### src/rtl/zone_range_match_table_assert.svh
// Assertion macros for the zone range match table.
`ifndef ZONE_RANGE_MATCH_TABLE_ASSERT_SVH
`define ZONE_RANGE_MATCH_TABLE_ASSERT_SVH

// Same-cycle implication, sampled on clk, off while rst is high.
`define ZRMT_CHECK(label, ante, cons, msg) \
  label: assert property (@(posedge clk) disable iff (rst) (ante) |-> (cons)) \
    else $error(msg);

// Next-cycle implication, sampled on clk, off while rst is high.
`define ZRMT_CHECK_NEXT(label, ante, cons, msg) \
  label: assert property (@(posedge clk) disable iff (rst) (ante) |=> (cons)) \
    else $error(msg);

`endif

### src/rtl/zrmt_pkg.sv
// Shared types, widths and codes for the zone range match table.
`default_nettype none

package zrmt_pkg;

  localparam int unsigned DEFAULT_TABLE_DEPTH = 64;

  localparam int unsigned OP_W         = 2;
  localparam int unsigned CHAN_W       = 4;
  localparam int unsigned VAL_W        = 7;
  localparam int unsigned SAMPLE_W     = 16;
  localparam int unsigned START_W      = 7;
  localparam int unsigned ZONE_INDEX_W = 6;

  localparam logic [OP_W-1:0] OP_CLEAR     = 2'd0;
  localparam logic [OP_W-1:0] OP_APPEND    = 2'd1;
  localparam logic [OP_W-1:0] OP_INTERSECT = 2'd2;
  localparam logic [OP_W-1:0] OP_QUERY     = 2'd3;

  localparam logic KIND_KEY = 1'b0;
  localparam logic KIND_VEL = 1'b1;

  typedef struct packed {
    logic [CHAN_W-1:0]   chan;
    logic [VAL_W-1:0]    klo;
    logic [VAL_W-1:0]    khi;
    logic [VAL_W-1:0]    vlo;
    logic [VAL_W-1:0]    vhi;
    logic [SAMPLE_W-1:0] smp;
  } zone_t;

  typedef struct packed {
    logic  match;
    logic  keep;
    zone_t narrowed;
  } zone_eval_t;

endpackage

`default_nettype wire

### src/rtl/zrmt_zone_mem.sv
// Zone table storage: one write port, one read port with registered data.
`default_nettype none

module zrmt_zone_mem import zrmt_pkg::*; #(
  parameter int unsigned TABLE_DEPTH = DEFAULT_TABLE_DEPTH,
  localparam int unsigned AW = $clog2(TABLE_DEPTH)
) (
  input  logic          clk,
  input  logic          we,
  input  logic [AW-1:0] waddr,
  input  zone_t         wdata,
  input  logic          re,
  input  logic [AW-1:0] raddr,
  output zone_t         rdata
);

  zone_t mem [TABLE_DEPTH];

  always_ff @(posedge clk) begin
    if (we) begin
      mem[waddr] <= wdata;
    end
  end

  always_ff @(posedge clk) begin
    if (re) begin
      rdata <= mem[raddr];
    end
  end

endmodule

`default_nettype wire

### src/rtl/zrmt_zone_eval.sv
// Per-entry zone logic: query match, channel keep test and range narrowing.
`default_nettype none

module zrmt_zone_eval import zrmt_pkg::*; (
  input  zone_t             zone,
  input  logic [CHAN_W-1:0] channel,
  input  logic [VAL_W-1:0]  note,
  input  logic [VAL_W-1:0]  velocity,
  input  logic              kind,
  input  logic [VAL_W-1:0]  bound_lo,
  input  logic [VAL_W-1:0]  bound_hi,
  output zone_eval_t        result
);

  always_comb begin
    result.keep  = (zone.chan != channel);
    result.match = (zone.chan == channel) &&
                   (note >= zone.klo) && (note <= zone.khi) &&
                   (velocity >= zone.vlo) && (velocity <= zone.vhi);
    result.narrowed = zone;
    if (kind == KIND_KEY) begin
      if (bound_lo > zone.klo) result.narrowed.klo = bound_lo;
      if (bound_hi < zone.khi) result.narrowed.khi = bound_hi;
    end else begin
      if (bound_lo > zone.vlo) result.narrowed.vlo = bound_lo;
      if (bound_hi < zone.vhi) result.narrowed.vhi = bound_hi;
    end
  end

endmodule

`default_nettype wire

### src/rtl/zone_range_match_table.sv
// Top level of the zone range match table: sequencer around the zone memory.
//
// Input channel (in_valid/in_stall) takes one command per transfer: clear a
// channel, append a zone, intersect a range from start_index on, or query.
// Output channel (out_valid/out_stall) carries the results from a register.
// Append passes through the finish state and then loads its status result.
// Clear, intersect and query scan the table through the single read port of
// the zone memory, one entry per cycle while no query match waits on the
// output register, with registered read data. Commands are taken one at a
// time; in_stall is high from the transfer until the final result is loaded.
// Query results come newest zone first; last marks the oldest match, and a
// query without a match gives one result with hit low.
// A stalled receiver holds the output register; a query scan pauses when a
// further match finds that register still occupied.
// Reset empties the table (zone count zero); entry contents are left as is.
`default_nettype none
`include "zone_range_match_table_assert.svh"

module zone_range_match_table import zrmt_pkg::*; #(
  parameter int unsigned TABLE_DEPTH = DEFAULT_TABLE_DEPTH
) (
  input  logic                    clk,
  input  logic                    rst,
  input  logic                    in_valid,
  output logic                    in_stall,
  input  logic [OP_W-1:0]         opcode,
  input  logic [CHAN_W-1:0]       channel,
  input  logic [VAL_W-1:0]        note,
  input  logic [VAL_W-1:0]        velocity,
  input  logic [VAL_W-1:0]        key_low,
  input  logic [VAL_W-1:0]        key_high,
  input  logic [VAL_W-1:0]        vel_low,
  input  logic [VAL_W-1:0]        vel_high,
  input  logic [SAMPLE_W-1:0]     sample_ref,
  input  logic                    range_kind,
  input  logic [START_W-1:0]      start_index,
  output logic                    out_valid,
  input  logic                    out_stall,
  output logic [ZONE_INDEX_W-1:0] zone_index,
  output logic [SAMPLE_W-1:0]     zone_sample,
  output logic                    hit,
  output logic                    last,
  output logic                    full_error
);

  localparam int unsigned AW = $clog2(TABLE_DEPTH);
  localparam int unsigned CW = $clog2(TABLE_DEPTH + 1);
  localparam logic [CW-1:0] FULL_COUNT = CW'(TABLE_DEPTH);

  localparam logic [1:0] ST_IDLE   = 2'd0;
  localparam logic [1:0] ST_SCAN   = 2'd1;
  localparam logic [1:0] ST_FINISH = 2'd2;

  logic [1:0]          state;
  logic [CW-1:0]       count;
  logic                rd_valid;
  logic                pend_valid;

  logic [OP_W-1:0]     op;
  logic [CHAN_W-1:0]   chan;
  logic [VAL_W-1:0]    note_q;
  logic [VAL_W-1:0]    vel_q;
  logic                kind;
  logic [VAL_W-1:0]    bound_lo;
  logic [VAL_W-1:0]    bound_hi;
  logic                err_flag;
  logic [AW-1:0]       ptr;
  logic [CW-1:0]       left;
  logic [CW-1:0]       wptr;
  logic [AW-1:0]       rd_addr;
  logic [AW-1:0]       pend_idx;
  logic [SAMPLE_W-1:0] pend_smp;

  logic                in_accept;
  logic                full;
  logic                out_free;
  logic                eval_ok;
  logic                consume;
  logic                issue;
  logic                ev_take;

  logic                mem_we;
  logic [AW-1:0]       mem_waddr;
  zone_t               mem_wdata;
  zone_t               rdata;
  zone_eval_t          ev;

  logic                    out_push;
  logic [ZONE_INDEX_W-1:0] push_idx;
  logic [SAMPLE_W-1:0]     push_smp;
  logic                    push_hit;
  logic                    push_last;
  logic                    push_err;

  assign in_stall  = (state != ST_IDLE);
  assign in_accept = in_valid && !in_stall;
  assign full      = (count == FULL_COUNT);
  assign out_free  = !out_valid || !out_stall;

  zrmt_zone_mem #(
    .TABLE_DEPTH (TABLE_DEPTH)
  ) u_mem (
    .clk   (clk),
    .we    (mem_we),
    .waddr (mem_waddr),
    .wdata (mem_wdata),
    .re    (issue),
    .raddr (ptr),
    .rdata (rdata)
  );

  zrmt_zone_eval u_eval (
    .zone     (rdata),
    .channel  (chan),
    .note     (note_q),
    .velocity (vel_q),
    .kind     (kind),
    .bound_lo (bound_lo),
    .bound_hi (bound_hi),
    .result   (ev)
  );

  always_comb begin
    eval_ok = !((op == OP_QUERY) && ev.match && pend_valid && !out_free);
    consume = !rd_valid || eval_ok;
    issue   = (state == ST_SCAN) && (left != '0) && consume;
    ev_take = (state == ST_SCAN) && rd_valid && eval_ok;
  end

  always_comb begin
    mem_we    = 1'b0;
    mem_waddr = rd_addr;
    mem_wdata = ev.narrowed;
    if (in_accept && (opcode == OP_APPEND) && !full) begin
      mem_we         = 1'b1;
      mem_waddr      = count[AW-1:0];
      mem_wdata.chan = channel;
      mem_wdata.klo  = key_low;
      mem_wdata.khi  = key_high;
      mem_wdata.vlo  = vel_low;
      mem_wdata.vhi  = vel_high;
      mem_wdata.smp  = sample_ref;
    end else if (ev_take && (op == OP_CLEAR) && ev.keep) begin
      mem_we    = 1'b1;
      mem_waddr = wptr[AW-1:0];
      mem_wdata = rdata;
    end else if (ev_take && (op == OP_INTERSECT)) begin
      mem_we = 1'b1;
    end
  end

  always_comb begin
    out_push  = 1'b0;
    push_idx  = ZONE_INDEX_W'(pend_idx);
    push_smp  = pend_smp;
    push_hit  = 1'b1;
    push_last = 1'b0;
    push_err  = 1'b0;
    if (ev_take && (op == OP_QUERY) && ev.match && pend_valid) begin
      out_push = 1'b1;
    end else if ((state == ST_FINISH) && out_free) begin
      out_push  = 1'b1;
      push_last = 1'b1;
      push_err  = err_flag;
      if (!((op == OP_QUERY) && pend_valid)) begin
        push_idx = '0;
        push_smp = '0;
        push_hit = 1'b0;
      end
    end
  end

  always_ff @(posedge clk) begin
    if (rst) begin
      state      <= ST_IDLE;
      count      <= '0;
      rd_valid   <= 1'b0;
      pend_valid <= 1'b0;
      out_valid  <= 1'b0;
    end else begin
      if (out_push) begin
        out_valid <= 1'b1;
      end else if (!out_stall) begin
        out_valid <= 1'b0;
      end
      unique case (state)
        ST_IDLE: begin
          if (in_accept) begin
            pend_valid <= 1'b0;
            unique case (opcode) inside
              OP_APPEND: begin
                if (!full) count <= count + 1'b1;
                state <= ST_FINISH;
              end
              OP_CLEAR, OP_INTERSECT, OP_QUERY: begin
                state <= ST_SCAN;
              end
              default: state <= ST_IDLE;
            endcase
          end
        end
        ST_SCAN: begin
          if (consume) rd_valid <= issue;
          if (ev_take && (op == OP_QUERY) && ev.match) pend_valid <= 1'b1;
          if ((left == '0) && consume) state <= ST_FINISH;
        end
        ST_FINISH: begin
          if (out_free) begin
            state      <= ST_IDLE;
            pend_valid <= 1'b0;
            if (op == OP_CLEAR) count <= wptr;
          end
        end
        default: state <= ST_IDLE;
      endcase
    end
  end

  always_ff @(posedge clk) begin
    if (in_accept) begin
      op       <= opcode;
      chan     <= channel;
      note_q   <= note;
      vel_q    <= velocity;
      kind     <= range_kind;
      bound_lo <= (range_kind == KIND_KEY) ? key_low : vel_low;
      bound_hi <= (range_kind == KIND_KEY) ? key_high : vel_high;
      err_flag <= (opcode == OP_APPEND) && full;
      wptr     <= '0;
      unique case (opcode) inside
        OP_INTERSECT: begin
          ptr  <= start_index[AW-1:0];
          left <= (START_W'(count) > start_index) ?
                  CW'(START_W'(count) - start_index) : '0;
        end
        OP_QUERY: begin
          ptr  <= AW'(count - 1'b1);
          left <= count;
        end
        OP_CLEAR, OP_APPEND: begin
          ptr  <= '0;
          left <= count;
        end
        default: begin
          ptr  <= '0;
          left <= '0;
        end
      endcase
    end else if (issue) begin
      ptr  <= (op == OP_QUERY) ? ptr - 1'b1 : ptr + 1'b1;
      left <= left - 1'b1;
    end
    if (issue) rd_addr <= ptr;
    if (ev_take && (op == OP_CLEAR) && ev.keep) wptr <= wptr + 1'b1;
    if (ev_take && (op == OP_QUERY) && ev.match) begin
      pend_idx <= rd_addr;
      pend_smp <= rdata.smp;
    end
    if (out_push) begin
      zone_index  <= push_idx;
      zone_sample <= push_smp;
      hit         <= push_hit;
      last        <= push_last;
      full_error  <= push_err;
    end
  end

  `ZRMT_CHECK(a_push_free, out_push, out_free, "result loaded over an untaken transfer")
  `ZRMT_CHECK(a_clear_order, (state == ST_SCAN) && (op == OP_CLEAR) && mem_we, wptr <= CW'(rd_addr), "compaction write ahead of read")
  `ZRMT_CHECK_NEXT(a_full_hold, in_accept && (opcode == OP_APPEND) && full, count == $past(count), "count moved on dropped append")
  `ZRMT_CHECK(a_finish_quiet, state == ST_FINISH, !mem_we && !issue, "memory access while finishing")
  `ZRMT_CHECK(a_rd_scan, rd_valid, state == ST_SCAN, "read data pending outside a scan")
  `ZRMT_CHECK(a_count_bound, 1'b1, count <= FULL_COUNT, "zone count beyond table depth")

endmodule

`default_nettype wire
### config.mk
export PLATFORM = sky130hd
export DESIGN_NAME = zone_range_match_table
export DESIGN_NICKNAME = d
export VERILOG_FILES = /design/src/rtl/zrmt_pkg.sv /design/src/rtl/zrmt_zone_mem.sv /design/src/rtl/zrmt_zone_eval.sv /design/src/rtl/zone_range_match_table.sv
export VERILOG_INCLUDE_DIRS = /design/src /design/src/rtl
export SDC_FILE = /design/constraint.sdc
export NUM_CORES = 2
export LEC_CHECK = 0
export BUFFER_PORTS_ARGS = -buffer_cell sky130_fd_sc_hd__clkbuf_2
export CAP_MARGIN = 10
export CORE_AREA = 3 3 581 583
export CTS_CLUSTER_SIZE = 20
export DETAILED_ROUTE_END_ITERATION = 7
export DIE_AREA = 0 0 584 586
export GPL_TIMING_DRIVEN = 0
export PLACE_DENSITY = 0.6
export SLEW_MARGIN = 0
export SYNTH_ARGS = -nofsm -noshare
export SYNTH_HDL_FRONTEND = slang
export SYNTH_SLANG_ARGS = --single-unit
### constraint.sdc
create_clock -name clk -period 9.1 [get_ports clk]
set_clock_uncertainty 0.1 [all_clocks]
set_input_delay 0.91 -clock clk [delete_from_list [all_inputs] [get_ports clk]]
set_output_delay 0.91 -clock clk [all_outputs]
set_load 0.03 [all_outputs]
# After elaboration in Yosys (flattened, before gate mapping)
# Memories as Yosys holds them, arrays and structs flattened. A register that Yosys moved wholly into a read port is not among the register bits.
# Index checks and enable logic that the tools add are counted.
[totals]
reg_bits = 121
wordCells = 163
input_bits = 76
output_inout_bits = 27
latchBits = 0
ram_bits = 3072
romBits = 0
memories = 1
[op_classes]
n_mul = 0
n_reduce_logical = 50
bitwise_logic = 1
div_mod_pow = 0
addsub = 7
muxes = 53
n_lt_le_gt_ge = 9
n_eq_ne = 18
shift = 0
[memory_table]
columns = ["memory", "words", "width", "rd", "rd_ports_with_merged_regs", "write_ports", "line_no", "rtl"]
rows = [
  ["u_mem.mem", 64, 48, 1, 1, 1, "zrmt_zone_mem.sv:17", "zone_t mem [TABLE_DEPTH];"],
]
[op_table]
columns = ["operator", "n"]
rows = [
  ["$mux 7", 16],
  ["$mux 16", 3],
  ["$mux 48", 1],
  ["$mux 6", 8],
  ["$mux 44", 1],
  ["$mux 14", 2],
  ["$pmux 7 s2", 2],
  ["$logic_and 1x1->1", 24],
  ["$gt 7x7->1", 3],
  ["$add 7x1->7 const B", 2],
  ["$ge 7x7->1", 2],
  ["$le 7x7->1", 2],
  ["$lt 7x7->1", 2],
  ["$mux 1", 13],
  ["$pmux 6 s2", 1],
  ["$sub 6x1->6 const B", 2],
  ["$eq 2x2->1 const B", 5],
  ["$ne 2x1->1 const B", 4],
  ["$ne 2x2->1 const B", 4],
  ["$reduce_bool 2->1", 4],
  ["$eq 7x7->1 const B", 1],
  ["$logic_not 1->1", 7],
  ["$logic_not 7->1", 1],
  ["$reduce_bool 7->1", 1],
  ["20 further kinds", 27],
]

# Logic depth before layout (Yosys ltp)
[depth]
ltp_word = 16
ltp_mapped = 11
depth_no_buf = 10

# By module
# From an unflattened synthesis, not the netlist that was laid out.
[hier_totals]
cells_unflattened = 5858
hier_area_um2 = 126017.1
[by_module_without_submodules]
columns = ["mod", "seq_area_each_um2", "cells_each", "instances", "area_per_inst_um2"]
rows = [
  ["zrmt_zone_mem", 93689.9, 4970, 1, 117597.8],
  ["zone_range_match_table", 3513.4, 674, 1, 6667.6],
  ["zrmt_zone_eval", 0.0, 214, 1, 1751.7],
]

# Least setup slack after synthesis
# OpenSTA, ideal clock, no wires.
[synth_timing]
kind = "input -> register"
from = "input port in_valid"
to = "memory u_mem.mem[40][0] in the netlist's numbering, enable pin"
arrival_ps = 5734
setup_ps = 526
slack_ps = 2740
stages = 7
required_ps = 8474
n_path_buf = 1
cell_sequence = "or3b_1 > buf_2 > a211oi_2 > nand2_1 > o211ai_1 > o211ai_2 > a211oi_1"
[synth_between]
elab_chain_cells = 6
word_cells_on_any_way = 7
cone_classes = "mux (4); reduce/logical (3)"
[synth_rtl]
columns = ["element", "line_no", "rtl"]
rows = [
  ["start, declared", "zone_range_match_table.sv:24", "input logic in_valid,"],
  ["$logic_and 1x1->1 (*)", "zone_range_match_table.sv:96", "assign in_accept = in_valid && !in_stall;"],
  ["$logic_and 1x1->1 (*) (2 in a row)", "zone_range_match_table.sv:134", "if (in_accept && (opcode == OP_APPEND) && !full) begin"],
  ["$mux 1", "zone_range_match_table.sv:134", ""],
  ["$mux 1", "zrmt_zone_mem.sv:20", "if (we) begin"],
  ["$mux 1 (implied by the code)", "zrmt_zone_mem.sv:21", "mem[waddr] <= wdata;"],
  ["end, declared", "zrmt_zone_mem.sv:17", ""],
]
# Mark *: on every way between the ends. The rest lies on a longest branch, timed or not.

# Worst setup path after layout
[layout_timing]
from = "register count[1]"
to = "memory u_mem.mem[46][19] in the netlist's numbering, enable pin"
[layout_between]
elab_chain_cells = 6
word_cells_on_any_way = 7
cone_classes = "eq/ne (1); mux (4); reduce/logical (2)"
[layout_rtl]
columns = ["element", "line_no", "rtl"]
rows = [
  ["start, declared", "zone_range_match_table.sv:55", "logic [CW-1:0] count;"],
  ["start signal, assigned", "zone_range_match_table.sv:192", "if (!full) count <= count + 1'b1;"],
  ["start signal, assigned", "zone_range_match_table.sv:211", "if (op == OP_CLEAR) count <= wptr;"],
  ["$eq 7x7->1", "zone_range_match_table.sv:97", "assign full = (count == FULL_COUNT);"],
  ["$logic_not 1->1", "-", ""],
  ["$logic_and 1x1->1", "zone_range_match_table.sv:134", ""],
  ["$mux 1", "zone_range_match_table.sv:134", ""],
  ["$mux 1", "zrmt_zone_mem.sv:20", ""],
  ["$mux 1 (implied by the code)", "zrmt_zone_mem.sv:21", ""],
]
# Several ways; a longest one is shown, not always the timed one.

==> summary.txt <==
Synth
  • Ys async rst share: 0%
  • Complex-gate fraction of the synthesized area: 1.502%
  • Per-instance average area after synthesis: 23.39 µm²
  • Netlist area before placement: 126,200 µm²
  • Adder and majority cell fraction of the synthesized area: 0.7356%
  • Mux share of post-synthesis cell area: between 10% and 20%
  • Number of enable flip-flop cells after synthesis: around 3.2k
  • Total nets after synthesis: 5,544
  • Sequential-to-total area share from yosys stat: 77.02%
  • Number of distinct library cells after synthesis: 74
  • Synthesized-area fraction occupied by xor and xnor cells: 0.2151%
  • Biggest area contributors in the synthesized netlist: sky130_fd_sc_hd__edfxtp_1 (77%), sky130_fd_sc_hd__mux4_2 (17%), sky130_fd_sc_hd__ha_1 (0.70%), sky130_fd_sc_hd__mux2i_1 (0.44%), sky130_fd_sc_hd__clkbuf_1 (0.43%)
  • Primary FF master, synth: sky130_fd_sc_hd__edfxtp_1
  • Count of state elements after synthesis: 3,241
  • Most repeated cell in the gate-level netlist after synthesis: sky130_fd_sc_hd__edfxtp_1
  • Yosys warning total: 0
  • Largest family of logic cells by synthesized area: multiplexers
  • Synthesized-area fraction occupied by and/or/nand/nor cells: 1.447%
  • Top cell type by total area after synthesis: sky130_fd_sc_hd__edfxtp_1
  • Fraction of post-synthesis cell area in the top cell type by area: between 70% and 80%
  • Count of mapped cells out of synthesis: approximately 5.4k
  • Post-synth top cells: sky130_fd_sc_hd__edfxtp_1 (3,229), sky130_fd_sc_hd__mux4_2 (960), sky130_fd_sc_hd__clkbuf_1 (143), sky130_fd_sc_hd__nand2_1 (142), sky130_fd_sc_hd__nor2_1 (100)

Finish
  • Final Core Density: roughly 45%
  • Post-layout net count: 6,205
  • Area growth from synthesis to layout: 17.67%
  • Proportion of layout cells with a drive suffix above 1: between 30% and 40%
  • Final Instance Count excl. Fillers: 10.74k
  • Design area: 148,500 µm²

Power
  • Cell internal power dissipation: around 28,000 µW
  • Leak pwr: 0.04622 µW
  • Switching power of the nets: 10,050 µW
  • Peak VDD IR: 0.2458 mV
  • Share of power burned in combinational logic: 17.7%
  • Overall power after layout: ~38,000 µW
  • Switching portion of total power: between 20% and 30%
  • Reg power frac: 46.4%
  • P per Cell Area: 256.1 nW/µm²
  • Clock power frac: 35.9%

Global routing
  • Global-route usage over all layers: 20.85%
  • Final global-route overflow total: 0
  • Number of antenna violations at the first check in global routing: 19
  • Via count of the first global-routing pass: 61.85k
  • Global-route wire length before repair: 494,700 µm
  • Maximum number of pins on one net before global-route repair: 65

Place
  • Count of port buffers added during placement: 102
  • Detailed-placement wirelength estimate: 245,200 µm
  • Routability-driven placement congestion ratio: ~0.93
  • Cells after DPL: 10.09k
  • Cell area after placement: between 100,000 and 150,000 µm²

Worst setup path
  • Critical path capture point type: flip-flop
  • Peak per-stage delay on the critical path: 1.15 ns
  • Timing startpoint of the critical path: count[1]
  • Required arrival time at the worst endpoint: 9.62 ns
  • Register-to-register setup slack: 3.06 ns
  • Setup Crit Path Kind: flip-flop to flip-flop
  • Worst path most repeated cell: sky130_fd_sc_hd__buf_12
  • Highest fanout seen on the critical path: 18
  • Reg2reg end: u_mem.mem[46][19]
  • Data arrival at the endpoint of the critical path: 6.56 ns
  • Source of the worst register-to-register timing path: count[1]
  • Critical path, cell by cell: clkbuf_1, inv_1, ha_1, nor4bb_1, a211oi_2, nand2_1, o211ai_1, o211ai_2, buf_2, nor2_4, buf_12, buf_12
  • Cell with the largest stage delay on the worst path: sky130_fd_sc_hd__a211oi_2
  • Path depth of the worst reg2reg path: 12
  • Worst Setup Start Kind: flip-flop

Detailed routing
  • DR WL/cell: 33.44 µm
  • Number of vias in the routed layout: slightly above 60k
  • 1st-pass router iterations: 6
  • Vias per Instance: 5.743
  • DRC: 0
  • Wire length reported by the detailed router: 359,100 µm
  • Detailed router's first-iteration violation count: 8,000
  • Number of nets with antenna violations after detailed routing: 0

Floorplan
  • Die X: a little under 600 µm
  • Top-level I/O count: 103
  • Initial cell density of the core: roughly 38%
  • Placement Rows: 212
  • Die Ht: 586 µm
  • Die ar.: 342,200 µm²
  • Area of the placeable core: 333,200 µm²

Clock tree
  • Clk sink count: 3,241
  • CTS Root Buffer Type: sky130_fd_sc_hd__clkbuf_16
  • Clk slew on worst S/H paths: 0.06 ns
  • Buffers from clock root to sink, at most: 4
  • CTS Hold Buffers Added: 0
  • Clock buffer count from CTS: roughly 340
  • Count of H-tree levels built during CTS: 5
  • Gates resized, CTS repair: 0
  • Clk Latency, worst-skew pair: about 0.95 ns
  • CTS tree: done
  • Setup bufs post-CTS: 0

Timing
  • Fin crit period: 6.043 ns
  • Fin. Hold Viols: 0
  • Count of final setup violators: 0
  • Max Clk Rate: about 170 MHz
  • Final critical-path share of the clock period: 66.40%
  • Slew headroom: -0.5249%
  • Slew of the pin with the lowest slew margin: roughly 1.5 ns
  • Final number of max-transition violations: 1
  • RSZ-0062 raised after global routing: false

Worst hold path
  • Worst Hold Class: primary input to flip-flop
  • End point of the worst hold path: note_q[3]
  • Number of cells on the worst hold path: 1
  • Beginning of the worst hold path: note[3]

Outcome
  • Result of the run: finished with violations
  • Failing checks: slew limit

Job
  • Number of max-cap violations: 0
-- area by class of cell --
cell class | instances | area, µm²
Tap cell | 4387 | 5489
Multi-Input combinational cell | 1821 | 28390
Clock buffer | 417 | 8989
Timing Repair Buffer | 315 | 5000
Antenna cell | 40 | 100.1
Inverter | 54 | 202.7
Clock inverter | 186 | 1846
Fill cell | 27641 | 184700
Buffer | 279 | 1274
Sequential cell | 3241 | 97200
-- stage by stage --
step                      setup WS, ns  TNS (ns)  hold WS, ns
final                            3.057         0      0.06561
after global routing             2.891         0      0.02873
after CTS                        3.268         0      0.01006
after detailed placement         3.280         0       0.3350
after global placement          -4.493  -1393.63       0.3335
after floorplan                  2.740         0       0.3195
-- state kept, by name (all words and copies together) (netlist names), 6 cells and up --
| register | flops |
|---|---|
| u_mem.mem | 3072 |
| note_q | 7 |
| u_mem.rdata | 48 |
| count | 7 |
| bound_lo | 7 |
| vel_q | 7 |
| zone_index | 6 |
| pend_smp | 16 |
| left | 7 |
| wptr | 7 |
| zone_sample | 16 |
| rd_addr | 6 |
| ptr | 6 |
| pend_idx | 6 |
| bound_hi | 7 |
-- layer usage --
| metal | wire length [µm] | track usage (%) | vias to the layer above |
|---|---|---|---|
| met5 | 20 | 0 | - |
| met3 | 32330 | 4.705 | 596 |
| met1 | 136100 | 27.24 | 33533 |
| met2 | 174800 | 34.14 | 3011 |
| li1 | - | - | 24540 |
| met4 | 15880 | 7.957 | 2 |
-- placed cells by master, fill, tap and decap left out, types with 47 or more instances in the layout --
cell type                      n
sky130_fd_sc_hd__a22oi_1      60
sky130_fd_sc_hd__buf_12      143
sky130_fd_sc_hd__buf_16       51
sky130_fd_sc_hd__buf_2        85
sky130_fd_sc_hd__clkbuf_1    207
sky130_fd_sc_hd__clkbuf_16   349
sky130_fd_sc_hd__clkbuf_2    106
sky130_fd_sc_hd__clkinv_1     76
sky130_fd_sc_hd__clkinv_2     47
sky130_fd_sc_hd__edfxtp_1   3229
sky130_fd_sc_hd__ha_1         71
sky130_fd_sc_hd__inv_1        53
sky130_fd_sc_hd__mux2i_1      55
sky130_fd_sc_hd__mux4_2      960
sky130_fd_sc_hd__nand2_1     126
sky130_fd_sc_hd__nor2_4       62
-- worst max path at each step --
stage / end
2_1_floorplan: u_mem.mem[40][0]
6_report: u_mem.mem[46][19]
4_1_cts: u_mem.mem[46][19]
5_1_grt: u_mem.mem[24][38]
3_3_place_gp: u_mem.mem[40][24]
3_5_place_dp: u_mem.mem[24][21]
-- logic make-up after synthesis --
kind of cell               after synthesis
muxes                                 1054
adders and majority gates               73
DFF                                   3241
AOI/OAI and AO/OA                      275
buffers and inverters                  333
xor gates and xnor gates                31
and+or+nand+nor                        388
-- power groups by stage --
stage | Sequential [µW] | Combinational [µW] | Clock (µW)
finish | 17600 | 6740 | 13700
global route | 17600 | 7040 | 14500
CTS | 17600 | 6740 | 13900
floorplan | 18000 | 3660 | 0
global placement | 18300 | 6200 | 0
detailed placement | 18000 | 6720 | 0
-- critical path, delay by kind of cell, from the launching register on --
kind	cells	cell delay (ns)
buffers and inverters	5	1.78
adders and majority gates	1	0.26
AOI/OAI and AO/OA	3	1.80
and+or+nand+nor	3	1.16
DFF	1	0.55
Note: power is estimated with default switching activity, not from simulation.
